### src/rtl/ipsp_pkg.sv
`timescale 1ns / 1ps
`default_nettype none

package ipsp_pkg;

  // record field sizes
  localparam int ADDRESS_BYTES = 3;
  localparam int LENGTH_BYTES  = 2;
  localparam int HEADER_LEN    = 5;
  localparam int CNT_W         = 3;

  localparam logic [23:0] EOF_MARK       = 24'h454F46;
  localparam logic [24:0] ADDR_SPACE     = 25'h1000000;
  localparam logic [24:0] IMAGE_SIZE_RST = 25'h1000000;

  // result kinds
  localparam logic [2:0] KIND_WRITE  = 3'd0;
  localparam logic [2:0] KIND_FILL   = 3'd1;
  localparam logic [2:0] KIND_END    = 3'd2;
  localparam logic [2:0] KIND_BADHDR = 3'd3;
  localparam logic [2:0] KIND_RANGE  = 3'd4;

  // register map
  localparam logic REG_IMAGE_SIZE = 1'b0;

  // command queue
  localparam int Q_DEPTH = 4;
  localparam int Q_AW    = 2;
  localparam int QC_W    = 3;

  typedef enum logic [2:0] {
    PH_HEADER,
    PH_OFFSET,
    PH_LENGTH,
    PH_COUNT,
    PH_FILL,
    PH_DATA
  } phase_t;

  typedef struct packed {
    logic [2:0]  kind;
    logic [23:0] addr;
    logic [7:0]  data;
    logic [15:0] len;
  } result_t;

  typedef struct packed {
    logic empty;
    logic full;
  } q_stat_t;

  // "PATCH"
  function automatic logic [7:0] header_char(input logic [CNT_W-1:0] idx);
    logic [7:0] c;
    case (idx)
      3'd0:    c = 8'h50;
      3'd1:    c = 8'h41;
      3'd2:    c = 8'h54;
      3'd3:    c = 8'h43;
      3'd4:    c = 8'h48;
      default: c = 8'h00;
    endcase
    return c;
  endfunction

endpackage

`default_nettype wire

### src/rtl/ipsp_front.sv
`timescale 1ns / 1ps
`default_nettype none

module ipsp_front (
  input  wire logic              clk,
  input  wire logic              rst_n,
  input  wire logic              in_valid,
  output logic                   in_ready,
  input  wire logic [7:0]        patch_byte,
  input  wire logic              stream_start,
  input  wire logic [24:0]       image_size,
  input  wire ipsp_pkg::q_stat_t q_stat,
  output logic                   push,
  output ipsp_pkg::result_t      push_data
);

  localparam logic [ipsp_pkg::CNT_W-1:0] OFF_LAST =
    ipsp_pkg::CNT_W'(ipsp_pkg::ADDRESS_BYTES - 1);
  localparam logic [ipsp_pkg::CNT_W-1:0] LEN_LAST =
    ipsp_pkg::CNT_W'(ipsp_pkg::LENGTH_BYTES - 1);
  localparam logic [ipsp_pkg::CNT_W-1:0] HDR_LAST =
    ipsp_pkg::CNT_W'(ipsp_pkg::HEADER_LEN - 1);
  localparam logic [ipsp_pkg::CNT_W-1:0] HDR_END =
    ipsp_pkg::CNT_W'(ipsp_pkg::HEADER_LEN);

  ipsp_pkg::phase_t             phase_r, phase_nxt, ph_c;
  logic [ipsp_pkg::CNT_W-1:0]   cnt_r, cnt_nxt, cnt_c, cnt_inc;
  logic [23:0]                  off_r, off_nxt, off_c, off_shift;
  logic [15:0]                  rem_r, rem_nxt, rem_c, rem_shift, rem_dec, chk_len;
  logic [23:0]                  wa_r, wa_nxt, wa_c;
  logic                         stop_r, stop_nxt, stop_c;

  logic        acc;
  logic        hdr_bad, hdr_last, off_last, len_last, is_eof, beyond;
  logic [24:0] limit, rec_end;

  assign in_ready = !q_stat.full;
  assign acc      = in_valid && in_ready;

  // a start byte sees the parser as if just reset
  assign ph_c   = stream_start ? ipsp_pkg::PH_HEADER : phase_r;
  assign cnt_c  = stream_start ? '0 : cnt_r;
  assign off_c  = stream_start ? '0 : off_r;
  assign rem_c  = stream_start ? '0 : rem_r;
  assign wa_c   = stream_start ? '0 : wa_r;
  assign stop_c = stream_start ? 1'b0 : stop_r;

  assign cnt_inc   = cnt_c + 3'd1;
  assign off_shift = {off_c[15:0], patch_byte};
  assign rem_shift = {rem_c[7:0], patch_byte};
  assign rem_dec   = rem_c - 16'd1;

  assign hdr_bad  = (cnt_c >= HDR_END) || (patch_byte != ipsp_pkg::header_char(cnt_c));
  assign hdr_last = (cnt_c == HDR_LAST);
  assign off_last = (cnt_c == OFF_LAST);
  assign len_last = (cnt_c == LEN_LAST);
  assign is_eof   = (off_shift == ipsp_pkg::EOF_MARK);

  // record end check against image size capped at the 24-bit space
  assign limit   = image_size[24] ? ipsp_pkg::ADDR_SPACE : image_size;
  assign chk_len = (ph_c == ipsp_pkg::PH_LENGTH) ? rem_shift : rem_c;
  assign rec_end = {1'b0, off_c} + {9'b0, chk_len};
  assign beyond  = rec_end > limit;

  // next phase
  always_comb begin
    phase_nxt = phase_r;
    if (acc) begin
      phase_nxt = ph_c;
      if (!stop_c) begin
        case (ph_c)
          ipsp_pkg::PH_HEADER: begin
            if (!hdr_bad && hdr_last) phase_nxt = ipsp_pkg::PH_OFFSET;
          end
          ipsp_pkg::PH_OFFSET: begin
            if (off_last && !is_eof) phase_nxt = ipsp_pkg::PH_LENGTH;
          end
          ipsp_pkg::PH_LENGTH: begin
            if (len_last) begin
              if (rem_shift == 16'd0) phase_nxt = ipsp_pkg::PH_COUNT;
              else if (!beyond)       phase_nxt = ipsp_pkg::PH_DATA;
            end
          end
          ipsp_pkg::PH_COUNT: begin
            if (len_last) phase_nxt = ipsp_pkg::PH_FILL;
          end
          ipsp_pkg::PH_FILL: begin
            if (!beyond) phase_nxt = ipsp_pkg::PH_OFFSET;
          end
          ipsp_pkg::PH_DATA: begin
            if (rem_dec == 16'd0) phase_nxt = ipsp_pkg::PH_OFFSET;
          end
          default: phase_nxt = ipsp_pkg::PH_HEADER;
        endcase
      end
    end
  end

  // datapath and commands
  always_comb begin
    cnt_nxt   = cnt_r;
    off_nxt   = off_r;
    rem_nxt   = rem_r;
    wa_nxt    = wa_r;
    stop_nxt  = stop_r;
    push      = 1'b0;
    push_data = '0;
    if (acc) begin
      cnt_nxt  = cnt_c;
      off_nxt  = off_c;
      rem_nxt  = rem_c;
      wa_nxt   = wa_c;
      stop_nxt = stop_c;
      if (!stop_c) begin
        case (ph_c)
          ipsp_pkg::PH_HEADER: begin
            if (hdr_bad) begin
              stop_nxt       = 1'b1;
              push           = 1'b1;
              push_data.kind = ipsp_pkg::KIND_BADHDR;
            end else if (hdr_last) begin
              cnt_nxt = '0;
              off_nxt = '0;
            end else begin
              cnt_nxt = cnt_inc;
            end
          end
          ipsp_pkg::PH_OFFSET: begin
            off_nxt = off_shift;
            if (off_last) begin
              cnt_nxt = '0;
              if (is_eof) begin
                stop_nxt       = 1'b1;
                push           = 1'b1;
                push_data.kind = ipsp_pkg::KIND_END;
              end else begin
                rem_nxt = '0;
              end
            end else begin
              cnt_nxt = cnt_inc;
            end
          end
          ipsp_pkg::PH_LENGTH: begin
            rem_nxt = rem_shift;
            if (len_last) begin
              cnt_nxt = '0;
              if (rem_shift != 16'd0) begin
                if (beyond) begin
                  stop_nxt       = 1'b1;
                  push           = 1'b1;
                  push_data.kind = ipsp_pkg::KIND_RANGE;
                  push_data.addr = off_c;
                  push_data.len  = rem_shift;
                end else begin
                  wa_nxt = off_c;
                end
              end
            end else begin
              cnt_nxt = cnt_inc;
            end
          end
          ipsp_pkg::PH_COUNT: begin
            rem_nxt = rem_shift;
            cnt_nxt = len_last ? '0 : cnt_inc;
          end
          ipsp_pkg::PH_FILL: begin
            push           = 1'b1;
            push_data.addr = off_c;
            push_data.data = patch_byte;
            push_data.len  = rem_c;
            if (beyond) begin
              stop_nxt       = 1'b1;
              push_data.kind = ipsp_pkg::KIND_RANGE;
            end else begin
              push_data.kind = ipsp_pkg::KIND_FILL;
              cnt_nxt        = '0;
              off_nxt        = '0;
              rem_nxt        = '0;
            end
          end
          ipsp_pkg::PH_DATA: begin
            push           = 1'b1;
            push_data.kind = ipsp_pkg::KIND_WRITE;
            push_data.addr = wa_c;
            push_data.data = patch_byte;
            push_data.len  = 16'd1;
            wa_nxt         = wa_c + 24'd1;
            rem_nxt        = rem_dec;
            if (rem_dec == 16'd0) begin
              cnt_nxt = '0;
              off_nxt = '0;
            end
          end
          default: cnt_nxt = '0;
        endcase
      end
    end
  end

  always_ff @(posedge clk) begin
    if (!rst_n) begin
      phase_r <= ipsp_pkg::PH_HEADER;
      cnt_r   <= '0;
      off_r   <= '0;
      rem_r   <= '0;
      wa_r    <= '0;
      stop_r  <= 1'b0;
    end else begin
      phase_r <= phase_nxt;
      cnt_r   <= cnt_nxt;
      off_r   <= off_nxt;
      rem_r   <= rem_nxt;
      wa_r    <= wa_nxt;
      stop_r  <= stop_nxt;
    end
  end

endmodule

`default_nettype wire

### src/rtl/ipsp_queue.sv
`timescale 1ns / 1ps
`default_nettype none

module ipsp_queue (
  input  wire logic              clk,
  input  wire logic              rst_n,
  input  wire logic              push,
  input  wire ipsp_pkg::result_t push_data,
  input  wire logic              pop,
  output ipsp_pkg::result_t      pop_data,
  output ipsp_pkg::q_stat_t      q_stat
);

  ipsp_pkg::result_t             mem_r [ipsp_pkg::Q_DEPTH];
  logic [ipsp_pkg::Q_AW-1:0]     wr_ptr_r, wr_ptr_nxt, rd_ptr_r, rd_ptr_nxt;
  logic [ipsp_pkg::QC_W-1:0]     count_r, count_nxt;

  assign q_stat.empty = (count_r == '0);
  assign q_stat.full  = (count_r == ipsp_pkg::QC_W'(ipsp_pkg::Q_DEPTH));
  assign pop_data     = mem_r[rd_ptr_r];

  always_comb begin
    wr_ptr_nxt = push ? wr_ptr_r + 1'b1 : wr_ptr_r;
    rd_ptr_nxt = pop  ? rd_ptr_r + 1'b1 : rd_ptr_r;
    count_nxt  = count_r;
    if (push && !pop) count_nxt = count_r + 1'b1;
    if (pop && !push) count_nxt = count_r - 1'b1;
  end

  always_ff @(posedge clk) begin
    if (!rst_n) begin
      wr_ptr_r <= '0;
      rd_ptr_r <= '0;
      count_r  <= '0;
    end else begin
      wr_ptr_r <= wr_ptr_nxt;
      rd_ptr_r <= rd_ptr_nxt;
      count_r  <= count_nxt;
    end
  end

  always_ff @(posedge clk) begin
    if (push) mem_r[wr_ptr_r] <= push_data;
  end

endmodule

`default_nettype wire

### src/rtl/ipsp_back.sv
`timescale 1ns / 1ps
`default_nettype none

module ipsp_back (
  input  wire logic              clk,
  input  wire logic              rst_n,
  input  wire ipsp_pkg::q_stat_t q_stat,
  input  wire ipsp_pkg::result_t pop_data,
  output logic                   pop,
  output logic                   out_valid,
  input  wire logic              out_ready,
  output logic [2:0]             out_result_kind,
  output logic [23:0]            out_target_address,
  output logic [7:0]             out_data_byte,
  output logic [15:0]            out_run_length
);

  logic              out_valid_r, out_valid_nxt;
  ipsp_pkg::result_t out_word_r;

  // reload whenever the output slot is free or being drained
  assign pop = !q_stat.empty && (!out_valid_r || out_ready);

  always_comb begin
    out_valid_nxt = out_valid_r;
    if (pop)            out_valid_nxt = 1'b1;
    else if (out_ready) out_valid_nxt = 1'b0;
  end

  always_ff @(posedge clk) begin
    if (!rst_n) out_valid_r <= 1'b0;
    else        out_valid_r <= out_valid_nxt;
  end

  always_ff @(posedge clk) begin
    if (pop) out_word_r <= pop_data;
  end

  assign out_valid          = out_valid_r;
  assign out_result_kind    = out_word_r.kind;
  assign out_target_address = out_word_r.addr;
  assign out_data_byte      = out_word_r.data;
  assign out_run_length     = out_word_r.len;

endmodule

`default_nettype wire

### src/rtl/ips_patch_stream_parser_unit.sv
// IPS patch stream parser.
// Input channel (in_valid/in_ready): one patch byte per word, with
// in_stream_start marking the first byte of a new patch; that word restarts
// the parser and is checked as the first header byte.
// Output channel (out_valid/out_ready): one command word per result:
// byte write, fill run, end reached, bad header or out of range.
// Throughput: one byte per cycle sustained while the queue is not full.
// Every byte is classified in the cycle it is accepted; a command is
// pushed into a 4-entry queue and an output register drains it.
// Path: a byte's command is written into a queue entry and then into the
// output register before it shows, and waits longer if the receiver stalls.
// Stall: while out_ready is low the queue fills; in_ready drops only once
// all four entries are taken. Bytes that give no command never wait on the
// output side except through a full queue.
// After an end or an error the parser stays stopped, swallowing bytes,
// until a word with in_stream_start.
// Reset (rst_n low, synchronous): parser goes to the header phase, queue
// and output register empty, image_size back to 16 MiB.
// APB register 0 (paddr 0): image_size, 25 bits; write it while idle.
`timescale 1ns / 1ps
`default_nettype none

module ips_patch_stream_parser_unit (
  input  wire logic        clk,
  input  wire logic        rst_n,
  // patch bytes
  input  wire logic        in_valid,
  output logic             in_ready,
  input  wire logic [7:0]  in_patch_byte,
  input  wire logic        in_stream_start,
  // commands
  output logic             out_valid,
  input  wire logic        out_ready,
  output logic [2:0]       out_result_kind,
  output logic [23:0]      out_target_address,
  output logic [7:0]       out_data_byte,
  output logic [15:0]      out_run_length,
  // APB register port
  input  wire logic        psel,
  input  wire logic        penable,
  input  wire logic        pwrite,
  input  wire logic [2:0]  paddr,
  input  wire logic [31:0] pwdata,
  output logic [31:0]      prdata,
  output logic             pready
);

  logic [24:0]       image_size_r, image_size_nxt;
  logic              reg_sel;

  logic              push, pop;
  ipsp_pkg::result_t push_data, pop_data;
  ipsp_pkg::q_stat_t q_stat;

  // register file: only word 0 exists, byte offset ignored
  assign pready  = 1'b1;
  assign reg_sel = (paddr[2] == ipsp_pkg::REG_IMAGE_SIZE);

  always_comb begin
    image_size_nxt = image_size_r;
    if (psel && penable && pwrite && reg_sel) image_size_nxt = pwdata[24:0];
  end

  always_ff @(posedge clk) begin
    if (!rst_n) image_size_r <= ipsp_pkg::IMAGE_SIZE_RST;
    else        image_size_r <= image_size_nxt;
  end

  assign prdata = reg_sel ? {7'b0, image_size_r} : 32'b0;

  // front: byte parser
  ipsp_front u_front (
    .clk          (clk),
    .rst_n        (rst_n),
    .in_valid     (in_valid),
    .in_ready     (in_ready),
    .patch_byte   (in_patch_byte),
    .stream_start (in_stream_start),
    .image_size   (image_size_r),
    .q_stat       (q_stat),
    .push         (push),
    .push_data    (push_data)
  );

  // command queue decoupling parser from the receiver
  ipsp_queue u_queue (
    .clk       (clk),
    .rst_n     (rst_n),
    .push      (push),
    .push_data (push_data),
    .pop       (pop),
    .pop_data  (pop_data),
    .q_stat    (q_stat)
  );

  // back: output register
  ipsp_back u_back (
    .clk                (clk),
    .rst_n              (rst_n),
    .q_stat             (q_stat),
    .pop_data           (pop_data),
    .pop                (pop),
    .out_valid          (out_valid),
    .out_ready          (out_ready),
    .out_result_kind    (out_result_kind),
    .out_target_address (out_target_address),
    .out_data_byte      (out_data_byte),
    .out_run_length     (out_run_length)
  );

endmodule

`default_nettype wire

### config.mk
export PLATFORM = sky130hd
export DESIGN_NAME = ips_patch_stream_parser_unit
export DESIGN_NICKNAME = d
export VERILOG_FILES = /design/src/rtl/ipsp_pkg.sv /design/src/rtl/ipsp_front.sv /design/src/rtl/ipsp_queue.sv /design/src/rtl/ipsp_back.sv /design/src/rtl/ips_patch_stream_parser_unit.sv
export SDC_FILE = /design/constraint.sdc
export NUM_CORES = 1
export LEC_CHECK = 0
export BUFFER_PORTS_ARGS = -buffer_cell sky130_fd_sc_hd__buf_2
export CORE_AREA = 2 2 202 145
export CTS_CLUSTER_SIZE = 10
export DETAILED_ROUTE_END_ITERATION = 12
export DIE_AREA = 0 0 204 147
export MAX_ROUTING_LAYER = met4
export PLACE_DENSITY_LB_ADDON = 0.12
export SYNTH_ARGS = -nofsm -noshare
export SYNTH_HDL_FRONTEND = slang
export SYNTH_SLANG_ARGS = --single-unit
### constraint.sdc
create_clock -name clk -period 16.65 [get_ports clk]
set_input_delay 3.33 -clock clk [delete_from_list [all_inputs] [get_ports clk]]
set_output_delay 3.33 -clock clk [all_outputs]
set_load 0.005 [all_outputs]
==> metrics.md <==
| Metric | Value |
|---|---|
| Antenna cells | `0` |
| Syn Inst Count | `1,609` |
| Gate power share | `0.190` |
| Worst-skew pair later-pin latency | `560 ps` |
| Clk_skew | `24.0 ps` |
| Via density per instance | `6.69` |
| Gr ovfl total | `0` |
| Compound-Gate Fraction of Synth Area | `0.141` |
| I/O pin count | `137` |
| Final setup TNS | `0 ps` |
| Pwr dens | `125 nW/um^2` |
| Final hold violation count | `0` |
| Final period util | `0.654` |
| Rel. slew slack | `0.179` |
| Commonest non-fill, non-tap cell in the layout | `edfxtp_1` |
| IO buf count | `119` |
| Clock sink count | `359` |
| Placer's final routability congestion estimate | `0.957` |
| Hpwl dp | `32.6 mm` |
| Status | `complete, no violations` |
| Leak | `7.10 nW` |
| Cell Int Power | `1.80 mW` |
| Slew @ Worst Pin | `1230 ps` |
| Cells taking the most area after synthesis | `edfxtp_1 43%, dfxtp_1 12%, mux4_2 6.4%` |
| Mux contribution to synthesized area | `0.0764` |
| Seq pwr share | `0.470` |
| Main synth FF type | `edfxtp_1` |
| Cells resized by post-CTS repair | `0` |
| Largest family of logic cells by synthesized area | `simple AND/OR/NAND/NOR gates` |
| Via Count | `14,000` |
| Maximum VDD drop | `0.127 mV` |
| Post-CTS setup buffers | `0` |
| Share of layout cells above drive strength 1 | `0.163` |
| Hold_buf cts | `0` |
| Synth Area in Adders | `0.0404` |
| PnR worst setup slack | `5760 ps` |
| CTS Buffer Depth | `3` |
| Achievable Freq | `0.0918 GHz` |
| Die W | `204 um` |
| Area leader, netlist | `edfxtp_1` |
| Seq cells post-synth | `359` |
| First-pass GRT wire length | `77.8 mm` |
| Async SR Flop Fraction | `0` |
| Starting Density | `0.636` |
| Crit path buf inv count | `4` |
| RSZ-0062 raised after global routing | `no` |
| Total placed cells including tap cells | `2,024` |
| Detailed-route wire length per cell | `24.4 um` |
| Biggest cell delay along the critical path | `810 ps` |
| Clock power share | `0.340` |
| Core area | `28,200 um^2` |
| Most frequent cells in the layout | `255 x edfxtp_1, 193 x nand2_1, 119 x nor2_1, 119 x buf_2, 112 x a21oi_1` |
| Post-synth top area share | `0.426` |
| CTS Buf Count | `42` |
| Maximum Capacitance Violations | `0` |
| Syn Area/Cell | `11.2 um^2` |
| CP delay by family, top | `compound AO/OA/AOI/OAI gates` |
| # nets final | `1,797` |
| # rows | `52` |
| Vias in the first global route | `13,100` |
| Worst Hold Class | `reg -> reg` |
| Post-synth EDFFs | `255` |
| Slowest cell on crit path | `o311ai_1` |
| H-tree depth | `2` |
| Period minus WS final | `10,890 ps` |
| Post-Place Worst Slack | `5430 ps` |
| Net switching power | `0.696 mW` |
| Net Sw Frac | `0.279` |
| CTS root buf | `clkbuf_16` |
| Global-route usage over all layers | `0.354` |
| Total iterations of the first detailed-routing run | `7` |
| Post-synth design cell area | `18,000 um^2` |
| Initial antenna violation count | `0` |
| Ys Warns | `0` |
| Layout Cells excl Fill | `2,098` |
| Final wirelength | `51.3 mm` |
| CP Capture Type | `flip-flop` |
| CTS tree | `done` |
| Crit Path Max Fanout | `26` |
| Synth Area in XOR/XNOR | `0.0151` |
| Area Growth Syn to Fin | `11.5%` |
| Iteration-0 DRC Markers | `2,133` |
| Die Ht | `147 um` |
| Seq/Total Area, Yosys | `0.542` |
| Synth cell types | `89` |
| Largest net degree at the start of global routing | `55` |
| CP arrival | `11,380 ps` |
| Antenna-violating nets left | `0` |
| Endpoints failing setup | `0` |
| Final Max Slew Viols | `0` |
| Critical path class | `in -> reg` |
| Fraction of the mapped netlist area in simple logic gates | `0.154` |
| Clk slew on worst S/H paths | `60 ps` |
| Required time of the critical path | `17,130 ps` |
| Die Area | `30,000 um^2` |
| Worst Setup Start Kind | `primary input` |
| Number of remaining DRC errors | `0` |
## tightest hold or removal path, cell delays in order, from the launching register on
cell and delay [ps]:
dfxtp_1 310, nand2_1 50, a21oi_1 50
## power by group through the flow
| stage | Combinational [mW] | Sequential [mW] | Clock, mW |
|---|---|---|---|
| 3_3_place_gp | 0.454 | 1.18 | 0 |
| 2_1_floorplan | 0.292 | 1.18 | 0 |
| 3_5_place_dp | 0.466 | 1.19 | 0 |
| 5_1_grt | 0.510 | 1.18 | 0.891 |
| 4_1_cts | 0.475 | 1.17 | 0.855 |
| 6_report | 0.475 | 1.17 | 0.848 |
## final timing paths
| kind | startpoint | to | slack (ps) | cells after the start |
|---|---|---|---|---|
| setup / recovery | in_stream_start | u_queue.count_r[2]$_SDFFE_PN0P_ | 5760 | 29 |
| hold / removal | image_size_r[11]$_SDFFE_PN0P_ | image_size_r[11]$_SDFFE_PN0P_ | 460 | 2 |
| setup reg to reg | u_front.phase_r[1]$_SDFFE_PN0P_ | u_queue.count_r[2]$_SDFFE_PN0P_ | 8420 | 28 |
| hold reg to reg | image_size_r[11]$_SDFFE_PN0P_ | image_size_r[11]$_SDFFE_PN0P_ | 460 | 2 |
## flip-flops by register name, summed over array words and instances, names as in the netlist
name / cells
u_queue.mem_r: 204
image_size_r: 25
u_back.out_target_address: 24
u_front.off_r: 24
u_front.wa_r: 24
u_back.out_run_length: 16
u_front.rem_r: 16
u_back.out_data_byte: 8
u_back.out_result_kind: 3
u_front.cnt_r: 3
u_front.phase_r: 3
u_queue.count_r: 3
u_queue.rd_ptr_r: 2
u_queue.wr_ptr_r: 2
u_back.out_valid: 1
u_front.stop_r: 1
## Yosys cell counts, drive strengths merged, types with 16 or more instances
cell type	number
a21oi	113
a22o	22
a22oi	41
a31oi	26
and2	16
and3	28
buf	19
clkbuf	94
dfxtp	104
edfxtp	255
ha	54
inv	19
mux4	51
nand2	194
nand3	37
nor2	119
nor2b	62
nor3	27
o21ai	89
xnor2	19
## metal layers
layer	vias to the layer above	GRT usage	routed length, um
li1	6218	-	-
met1	6795	0.507	21300
met2	880	0.506	22800
met3	140	0.0728	5480
met4	0	0.123	1780
met5	-	-	0
## final cells by class
class	count	area [um^2]
fill	2035	8210
timing repair buffer	144	783
clock buffer	70	1200
inverter	21	78.8
multi-input combinational	1122	7710
clock inverter	4	42.5
tap	378	473
sequential	359	9740
## cell families after synthesis
family          count (synthesis)
simple gates                  561
mux                            72
other cells                     2
compound gates                393
buf+inv                       134
xor+xnor                       31
fa+ha+maj                      57
flops                         359
## through the flow
stage               hold slack (ps)  utilization  cell area [um^2]  total power, mW
detailed placement              456        0.665             18800             1.65
CTS                             464        0.709             20000             2.50
floorplan                       440            -             18000             1.47
global placement                455        0.665             18800             1.63
finish                          463        0.709             20000             2.50
global route                    492        0.709             20000             2.59
No activity file was read; power rests on OpenSTA's default activity.
